[config.mk]
export PLATFORM = sky130hd
export DESIGN_NAME = chord_function_labeler
export DESIGN_NICKNAME = d
export VERILOG_FILES = /design/src/hdl/cfl_pkg.sv /design/src/hdl/chord_function_labeler.sv
export VERILOG_INCLUDE_DIRS = /design/src /design/src/hdl
export SDC_FILE = /design/constraint.sdc
export NUM_CORES = 1
export LEC_CHECK = 0
export BUFFER_PORTS_ARGS = -buffer_cell sky130_fd_sc_hd__buf_2
export CORE_MARGIN = 5
export CORE_UTILIZATION = 35
export CTS_BUF_LIST = sky130_fd_sc_hd__clkbuf_2
export DETAILED_ROUTE_END_ITERATION = 8
export HOLD_SLACK_MARGIN = 0.06
export SYNTH_ARGS = -nofsm -noshare
export SYNTH_HDL_FRONTEND = slang
export SYNTH_SLANG_ARGS = --single-unit
[constraint.sdc]
create_clock -name i_clk -period 8.1 [get_ports i_clk]
set_input_delay 1.62 -clock i_clk [delete_from_list [all_inputs] [get_ports i_clk]]
set_output_delay 1.62 -clock i_clk [all_outputs]
set_load 0.01 [all_outputs]
[src/hdl/chord_function_labeler_defines.svh]
// Assertion macros for the chord function labeler.
// Included by the top level; relies on i_clk and i_rst_n being in scope.
`ifndef CHORD_FUNCTION_LABELER_DEFINES_SVH
`define CHORD_FUNCTION_LABELER_DEFINES_SVH

// Same-cycle implication, disabled while reset is held.
`define CFL_ASSERT_NOW(label, ante, cons, msg) \
    label: assert property (@(posedge i_clk) disable iff (!i_rst_n) (ante) |-> (cons)) \
        else $error(msg);

// Implication checked after a delay that matches the pipeline depth.
`define CFL_ASSERT_LAT2(label, ante, cons, msg) \
    label: assert property (@(posedge i_clk) disable iff (!i_rst_n) (ante) |-> ##2 (cons)) \
        else $error(msg);

`endif

[src/hdl/cfl_pkg.sv]
// Package for the chord function labeler: payload structs, codes,
// confidence constants and the small lookup functions. No dependencies.
package cfl_pkg;

    localparam int unsigned PC_W    = 4;
    localparam int unsigned MASK_W  = 12;
    localparam int unsigned CFG_W   = 4;
    localparam int unsigned CFG_IDX_W = 1;

    // Configuration register indexes
    localparam logic [CFG_IDX_W-1:0] CFG_KEY_TONIC = 1'b0;
    localparam logic [CFG_IDX_W-1:0] CFG_KEY_MINOR = 1'b1;

    // Label kinds
    localparam logic [2:0] KIND_DIATONIC  = 3'd0;
    localparam logic [2:0] KIND_LEADING   = 3'd1;
    localparam logic [2:0] KIND_SECONDARY = 3'd2;
    localparam logic [2:0] KIND_TRITONE   = 3'd3;
    localparam logic [2:0] KIND_NONDIAT   = 3'd4;

    // Quality suffixes
    localparam logic [2:0] SUF_NONE  = 3'd0;
    localparam logic [2:0] SUF_SEVEN = 3'd1;
    localparam logic [2:0] SUF_MAJ7  = 3'd2;
    localparam logic [2:0] SUF_DIM   = 3'd3;
    localparam logic [2:0] SUF_HDIM7 = 3'd4;
    localparam logic [2:0] SUF_AUG   = 3'd5;

    // Harmonic roles
    localparam logic [1:0] ROLE_TONIC    = 2'd0;
    localparam logic [1:0] ROLE_SUBDOM   = 2'd1;
    localparam logic [1:0] ROLE_DOMINANT = 2'd2;
    localparam logic [1:0] ROLE_OTHER    = 2'd3;

    // Confidences in hundredths
    localparam logic [6:0] CONF_MAJ_DIATONIC  = 7'd95;
    localparam logic [6:0] CONF_MAJ_SECONDARY = 7'd75;
    localparam logic [6:0] CONF_MAJ_TRITONE   = 7'd55;
    localparam logic [6:0] CONF_MIN_DIATONIC  = 7'd90;
    localparam logic [6:0] CONF_MIN_LEADING   = 7'd75;
    localparam logic [6:0] CONF_MIN_SECONDARY = 7'd70;
    localparam logic [6:0] CONF_MIN_TRITONE   = 7'd50;
    localparam logic [6:0] CONF_NONDIAT       = 7'd25;

    // Interval bit positions within the mask
    localparam int unsigned IV_MIN3 = 3;
    localparam int unsigned IV_MAJ3 = 4;
    localparam int unsigned IV_DIM5 = 6;
    localparam int unsigned IV_P5   = 7;
    localparam int unsigned IV_AUG5 = 8;
    localparam int unsigned IV_MIN7 = 10;
    localparam int unsigned IV_MAJ7 = 11;

    localparam logic [PC_W-1:0] REL_SEMITONE = 4'd1;
    localparam logic [PC_W-1:0] REL_LEADING  = 4'd11;
    localparam logic [2:0]      DEG_FIFTH    = 3'd5;

    typedef struct packed {
        logic [PC_W-1:0]   chord_root;
        logic [MASK_W-1:0] interval_mask;
        logic              minor_tag;
    } t_chord_in;

    typedef struct packed {
        logic [2:0] label_kind;
        logic [2:0] degree;
        logic       upper_case;
        logic [2:0] quality_suffix;
        logic [1:0] harmonic_role;
        logic [6:0] confidence;
    } t_label_out;

    // Pitch classes 12..15 fold back into 0..3.
    function automatic logic [PC_W-1:0] pc_reduce(input logic [PC_W-1:0] p);
        return (p >= 4'd12) ? p - 4'd12 : p;
    endfunction

    // Scale degree of a pitch class relative to the tonic; 0 when outside the key.
    // The minor scale is natural minor with the raised leading tone added as degree 7.
    function automatic logic [2:0] scale_degree(input logic minor, input logic [PC_W-1:0] rel);
        logic [2:0] d;
        d = 3'd0;
        if (minor) begin
            case (rel)
                4'd0:  d = 3'd1;
                4'd2:  d = 3'd2;
                4'd3:  d = 3'd3;
                4'd5:  d = 3'd4;
                4'd7:  d = 3'd5;
                4'd8:  d = 3'd6;
                4'd10: d = 3'd7;
                4'd11: d = 3'd7;
                default: d = 3'd0;
            endcase
        end else begin
            case (rel)
                4'd0:  d = 3'd1;
                4'd2:  d = 3'd2;
                4'd4:  d = 3'd3;
                4'd5:  d = 3'd4;
                4'd7:  d = 3'd5;
                4'd9:  d = 3'd6;
                4'd11: d = 3'd7;
                default: d = 3'd0;
            endcase
        end
        return d;
    endfunction

    function automatic logic [1:0] degree_role(input logic [2:0] d);
        logic [1:0] r;
        case (d)
            3'd1, 3'd3, 3'd6: r = ROLE_TONIC;
            3'd2, 3'd4:       r = ROLE_SUBDOM;
            3'd5, 3'd7:       r = ROLE_DOMINANT;
            default:          r = ROLE_OTHER;
        endcase
        return r;
    endfunction

endpackage

[src/hdl/chord_function_labeler.sv]
// Chord function labeler top level: input register, classification logic, result register.
// Depends on cfl_pkg and chord_function_labeler_defines.svh.
//
//  channel  | handshake          | payload              | notes
//  ---------+--------------------+----------------------+------------------------------
//  chord    | start / busy       | i_chord (t_chord_in) | transaction when start && !busy
//  label    | o_strobe           | o_label (t_label_out)| one cycle, cannot be held off
//  config   | i_cfg_we           | i_cfg_index/data     | written at the edge, no wait
//
// Each chord goes from acceptance to its label through the input register and then
// through the classification logic into the result register.
// A new chord is accepted every cycle; busy is never raised.
// Synchronous active-low reset clears the valid flags and sets the key to C major.
// The receiver cannot stall, so nothing in the pipeline ever waits.
`include "chord_function_labeler_defines.svh"

module chord_function_labeler (
    input  logic                                i_clk,
    input  logic                                i_rst_n,
    input  logic                                start,
    output logic                                busy,
    input  cfl_pkg::t_chord_in                  i_chord,
    output logic                                o_strobe,
    output cfl_pkg::t_label_out                 o_label,
    input  logic                                i_cfg_we,
    input  logic [cfl_pkg::CFG_IDX_W-1:0]       i_cfg_index,
    input  logic [cfl_pkg::CFG_W-1:0]           i_cfg_data
);

    logic [cfl_pkg::PC_W-1:0] r_key_tonic;
    logic                     r_key_minor;
    logic                     r_in_vld;
    cfl_pkg::t_chord_in       r_in;
    logic                     r_out_vld;
    cfl_pkg::t_label_out      r_out;
    cfl_pkg::t_label_out      n_out;

    logic                     accept;
    logic [cfl_pkg::PC_W-1:0] root;
    logic [cfl_pkg::PC_W-1:0] tonic;
    logic [cfl_pkg::PC_W:0]   rel_sum;
    logic [cfl_pkg::PC_W:0]   rel_wrap;
    logic [cfl_pkg::PC_W-1:0] rel;
    logic [cfl_pkg::PC_W:0]   trel_sum;
    logic [cfl_pkg::PC_W:0]   trel_wrap;
    logic [cfl_pkg::PC_W-1:0] trel;
    logic [2:0]               deg;
    logic [2:0]               tdeg;
    logic min3, maj3, dim5, p5, aug5, min7, maj7;

    assign busy   = 1'b0;
    assign accept = start && !busy;

    always_ff @(posedge i_clk) begin
        if (!i_rst_n) begin
            r_key_tonic <= '0;
            r_key_minor <= 1'b0;
        end else if (i_cfg_we) begin
            unique case (i_cfg_index)
                cfl_pkg::CFG_KEY_TONIC: r_key_tonic <= i_cfg_data;
                cfl_pkg::CFG_KEY_MINOR: r_key_minor <= i_cfg_data[0];
                default: ;
            endcase
        end
    end

    always_ff @(posedge i_clk) begin
        if (!i_rst_n) begin
            r_in_vld  <= 1'b0;
            r_out_vld <= 1'b0;
        end else begin
            r_in_vld  <= accept;
            r_out_vld <= r_in_vld;
        end
    end

    always_ff @(posedge i_clk) begin
        if (accept) begin
            r_in <= i_chord;
        end
        if (r_in_vld) begin
            r_out <= n_out;
        end
    end

    always_comb begin
        root  = cfl_pkg::pc_reduce(r_in.chord_root);
        tonic = cfl_pkg::pc_reduce(r_key_tonic);

        rel_sum  = {1'b0, root} + 5'd12 - {1'b0, tonic};
        rel_wrap = (rel_sum >= 5'd12) ? rel_sum - 5'd12 : rel_sum;
        rel      = rel_wrap[cfl_pkg::PC_W-1:0];

        // A fifth below the root is seven semitones down, i.e. five up.
        trel_sum  = {1'b0, rel} + 5'd5;
        trel_wrap = (trel_sum >= 5'd12) ? trel_sum - 5'd12 : trel_sum;
        trel      = trel_wrap[cfl_pkg::PC_W-1:0];

        deg  = cfl_pkg::scale_degree(r_key_minor, rel);
        tdeg = cfl_pkg::scale_degree(r_key_minor, trel);

        min3 = r_in.interval_mask[cfl_pkg::IV_MIN3];
        maj3 = r_in.interval_mask[cfl_pkg::IV_MAJ3];
        dim5 = r_in.interval_mask[cfl_pkg::IV_DIM5];
        p5   = r_in.interval_mask[cfl_pkg::IV_P5];
        aug5 = r_in.interval_mask[cfl_pkg::IV_AUG5];
        min7 = r_in.interval_mask[cfl_pkg::IV_MIN7];
        maj7 = r_in.interval_mask[cfl_pkg::IV_MAJ7];

        n_out.label_kind     = cfl_pkg::KIND_NONDIAT;
        n_out.degree         = 3'd0;
        n_out.upper_case     = 1'b0;
        n_out.quality_suffix = cfl_pkg::SUF_NONE;
        n_out.harmonic_role  = cfl_pkg::ROLE_OTHER;
        n_out.confidence     = cfl_pkg::CONF_NONDIAT;

        // A dominant seventh off the fifth degree is read as applied to its target first.
        if (maj3 && min7 && deg != cfl_pkg::DEG_FIFTH && tdeg != 3'd0) begin
            n_out.label_kind    = cfl_pkg::KIND_SECONDARY;
            n_out.degree        = tdeg;
            n_out.upper_case    = 1'b1;
            n_out.harmonic_role = cfl_pkg::ROLE_DOMINANT;
            n_out.confidence    = r_key_minor ? cfl_pkg::CONF_MIN_SECONDARY
                                              : cfl_pkg::CONF_MAJ_SECONDARY;
        end else if (maj3 && min7 && deg != cfl_pkg::DEG_FIFTH
                     && rel == cfl_pkg::REL_SEMITONE) begin
            n_out.label_kind    = cfl_pkg::KIND_TRITONE;
            n_out.upper_case    = 1'b1;
            n_out.harmonic_role = cfl_pkg::ROLE_DOMINANT;
            n_out.confidence    = r_key_minor ? cfl_pkg::CONF_MIN_TRITONE
                                              : cfl_pkg::CONF_MAJ_TRITONE;
        end else if (deg != 3'd0) begin
            if (min3 && dim5) begin
                n_out.upper_case     = 1'b0;
                n_out.quality_suffix = min7 ? cfl_pkg::SUF_HDIM7 : cfl_pkg::SUF_DIM;
            end else if (maj3 && aug5) begin
                n_out.upper_case     = 1'b1;
                n_out.quality_suffix = cfl_pkg::SUF_AUG;
            end else begin
                n_out.upper_case     = !(min3 && (p5 || r_in.minor_tag));
                n_out.quality_suffix = min7 ? cfl_pkg::SUF_SEVEN
                                     : (maj7 ? cfl_pkg::SUF_MAJ7 : cfl_pkg::SUF_NONE);
            end
            n_out.degree        = deg;
            n_out.harmonic_role = cfl_pkg::degree_role(deg);
            if (r_key_minor && rel == cfl_pkg::REL_LEADING) begin
                n_out.label_kind = cfl_pkg::KIND_LEADING;
                n_out.confidence = cfl_pkg::CONF_MIN_LEADING;
            end else begin
                n_out.label_kind = cfl_pkg::KIND_DIATONIC;
                n_out.confidence = r_key_minor ? cfl_pkg::CONF_MIN_DIATONIC
                                               : cfl_pkg::CONF_MAJ_DIATONIC;
            end
        end
    end

    assign o_strobe = r_out_vld;
    assign o_label  = r_out;

    // Every accepted transaction yields exactly one label after passing both registers, and no other.
    `CFL_ASSERT_LAT2(a_accept_gives_label, start && !busy, o_strobe,
        "accepted chord produced no label")
    `CFL_ASSERT_NOW(a_label_has_source, o_strobe, $past(start, 2) && !$past(busy, 2),
        "label strobed without an accepted chord")
    `CFL_ASSERT_NOW(a_nondiat_fields,
        o_strobe && o_label.label_kind == cfl_pkg::KIND_NONDIAT,
        o_label.degree == 3'd0 && o_label.confidence == cfl_pkg::CONF_NONDIAT,
        "non-diatonic label carries a degree or wrong confidence")
    `CFL_ASSERT_NOW(a_leading_only_minor,
        o_strobe && o_label.label_kind == cfl_pkg::KIND_LEADING,
        r_key_minor && o_label.degree == 3'd7,
        "leading-tone label outside a minor key")

endmodule

==> impl_metrics.tcl <==
set metrics [dict create \
    path_cells "nand2b_1 -> ha_1 -> inv_1 -> fa_1 -> xnor2_1 -> inv_1 -> ha_1 -> and2_2 -> a211oi_2 -> o21ai_0 -> and2_1 -> xnor2_1 -> ha_1 -> nor2_1 -> nor2_1 -> nor3_1 -> a21oi_1 -> or4_4 -> o21ai_2 -> o31a_1 -> o21ai_1" \
    p_per_area_nw_per_um2 319 \
    std_cell_rows 30 \
    synth_area_um2 2470 \
    dieArea_um2 8830 \
    drive_gt1_share_pct 23.8 \
    cp.depth 21 \
    cts_setup_buffers 0 \
    fin_cells 373 \
    die_x_um 94.0 \
    synth_warnings 0 \
    r2r-start "r_in[16]" \
    synth_fp_nets 280 \
    area_growth_pct 13.0 \
    max_cap_viol_count 0 \
    grt_pass1_vias 1850 \
    critPathTopFamily "simple AND/OR/NAND/NOR gates" \
    slew_viol_final 0 \
    ys.flop_type "edfxtp_1" \
    period_share_pct 74.0 \
    pin_count 47 \
    run_status "completed" \
    clock.fmax_mhz 167 \
    synth.distinct_cells 61 \
    crit_top_cell "ha_1" \
    skew_ps 23.6 \
    tns_ps 0 \
    p_leak_nw 1.13 \
    async_flop_share_pct 0 \
    cts_resized 0 \
    avgSynthCellArea_um2 10.4 \
    coreArea_um2 6830 \
    dp.cells 365 \
    syn_inst 237 \
    clkSinkCount 38 \
    peakVddDrop_mv 0.0986 \
    timing_worst_slew_pin_value_ps 842 \
    tritoncts "done" \
    reg2reg_slack_ps 2110 \
    antenna_found_initial 0 \
    hp-class "flop to flop" \
    hold_viol_final 0 \
    htreeDepth 2 \
    ys_seq_area_share_pct 43.4 \
    relSlewSlack_pct 43.8 \
    timing.rr.end "o_label[0]" \
    start_util_pct 36.1 \
    fin_util_pct 40.8 \
    drc_errors 0 \
    end_kind "flop" \
    synth_edf_count 31 \
    final_cell_mix "40 x buf_2, 31 x edfxtp_1, 16 x ha_1" \
    fillers 679 \
    ys_seq_elements 38 \
    crit_arrival_ps 6100 \
    critical_path.slowest_cell "or4_4" \
    drtPass1Iterations 4 \
    cts-buffers-inserted 5 \
    numPortBuffers 40 \
    ff2ff_path_depth 21 \
    critical_path_class "flop to flop" \
    period_needed_ps 5990 \
    crit_end "o_label[0]" \
    crit_path_max_fanout 10 \
    worst_ep_required_time_ps 8210 \
    clk_path_buf_depth 2 \
    path_buf_inv 2 \
    ctsRootBufferMaster "clkbuf_2" \
    wl_um 5080 \
    wl_per_cell_um 13.6 \
    antenna_cells 0 \
    grt_usage_pct 12.0 \
    start_kind "flop" \
    first_iter_violations 61 \
    rsz0062_at_grt "no" \
    max_stage_delay_ps 580 \
    place_congestion 0.853 \
    antenna_left 0 \
    grt_start_max_net_pins 21 \
    fp.dieH_um 94.0 \
    place_hpwl_um 3920 \
    layout.nets 319 \
    final_common_cell "buf_2" \
    hold_buffers 0 \
    vias 1914 \
    worstSetupStartpoint "r_in[16]" \
    grt_pass1_wl_um 8570 \
    via_per_inst 5.13 \
    clk_latency_ps 370 \
    gr-total-overflow 0 \
    clkSlewWorstSetupHoldPaths_ps 180 \
    setup_violations 0 \
]
[state kept, by name, summed over array words and instances, names as in the netlist]
register and flops:
r_in_vld 1, o_strobe 1, dim5 1, aug5 1, min3 1, p5 1
r_key_tonic 4, o_label 19, maj3 1, min7 1, r_key_minor 1, r_in 5
maj7 1
[metal layers]
metal	GRT usage, %	vias up	routed length (um)
li1	-	971	-
met1	15.8	905	2340
met2	20.2	36	2520
met3	3.13	2	201
met4	1.81	0	17
met5	0	-	0
[report_power, final]
group / switching (W) / internal [W]
logic: 0.000323 / 0.000221
clock network: 0.0000593 / 0.0000218
registers: 0.00000940 / 0.000255
total: 0.000392 / 0.000497
[cell type report]
class                      instances  area (um^2)  area share (%)
clock buffer                       6         30.0            1.08
clock inverter                     2         10.0           0.359
inverter                          14         52.6            1.88
multi-input combinational        176         1300            46.5
sequential                        38         1070            38.4
tap                               96          120            4.31
timing repair buffer              41          208            7.45
[logic make-up (layout without fill, tap and decap cells)]
group	Yosys count	in the layout	share of synthesized area [%]
AO/OA/AOI/OAI	72	72	22.4
XOR/XNOR	3	3	1.07
adder cells (fa/ha/maj)	17	17	8.92
buffers and inverters	23	63	4.01
flip-flops	38	38	43.4
multiplexers	5	5	2.08
other	1	1	0.152
AND/OR/NAND/NOR	78	78	18.0
[cell usage after synthesis, types with 3 or more instances]
| cell type | number | area (um^2) |
|---|---|---|
| edfxtp_1 | 31 | 931 |
| ha_1 | 16 | 200 |
| a21oi_1 | 13 | 65.1 |
| inv_1 | 13 | 48.8 |
| nor2_1 | 13 | 48.8 |
| nand2_1 | 11 | 41.3 |
| o21ai_0 | 11 | 55.1 |
| nor3_1 | 9 | 45.0 |
| nor2b_1 | 8 | 50.1 |
| dfxtp_1 | 7 | 140 |
| and2_1 | 6 | 37.5 |
| and3_1 | 6 | 37.5 |
| clkbuf_1 | 6 | 22.5 |
| nand2b_1 | 5 | 31.3 |
| o21a_1 | 5 | 37.5 |
| mux2i_1 | 4 | 40.0 |
| nand3_1 | 4 | 20.0 |
| o21ai_1 | 4 | 20.0 |
| or3_1 | 4 | 25.0 |
| a211oi_1 | 3 | 22.5 |
| a221oi_1 | 3 | 26.3 |
| a22o_1 | 3 | 26.3 |
| o31a_1 | 3 | 26.3 |
| xnor2_1 | 3 | 26.3 |
[worst register-to-register path, cell delays in order, from the launching register on]
cell and delay [ps]:
edfxtp_1 410, nand2b_1 170, ha_1 270, inv_1 70
fa_1 430, xnor2_1 310, inv_1 100, ha_1 240
and2_2 230, a211oi_2 330, o21ai_0 300, and2_1 270
xnor2_1 140, ha_1 370, nor2_1 120, nor2_1 60
nor3_1 490, a21oi_1 160, or4_4 580, o21ai_2 180
o31a_1 410, o21ai_1 130
[worst min path at each step]
stage / slack [ps] / from / endpoint / cells after the start
6_report: 550 / r_key_tonic[3] / r_key_tonic[3] / 2
4_1_cts: 550 / r_key_tonic[3] / r_key_tonic[3] / 2
3_5_place_dp: 520 / r_key_tonic[0] / r_key_tonic[0] / 2
5_1_grt: 580 / r_key_tonic[3] / r_key_tonic[3] / 2
3_3_place_gp: 520 / r_key_tonic[0] / r_key_tonic[0] / 2
2_1_floorplan: 490 / r_key_tonic[0] / r_key_tonic[0] / 2
[through the flow]
step | area (um^2) | hold slack (ps) | worst slack [ps] | total power, W
floorplan | 2470 | 489 | 2830 | 0.000698
global placement | 2750 | 518 | 2150 | 0.000803
detailed placement | 2750 | 524 | 2110 | 0.000809
CTS | 2790 | 553 | 2100 | 0.000892
global route | 2790 | 583 | 1560 | 0.000975
finish | 2790 | 549 | 2110 | 0.000889
Power figures use the tool's default switching activity.
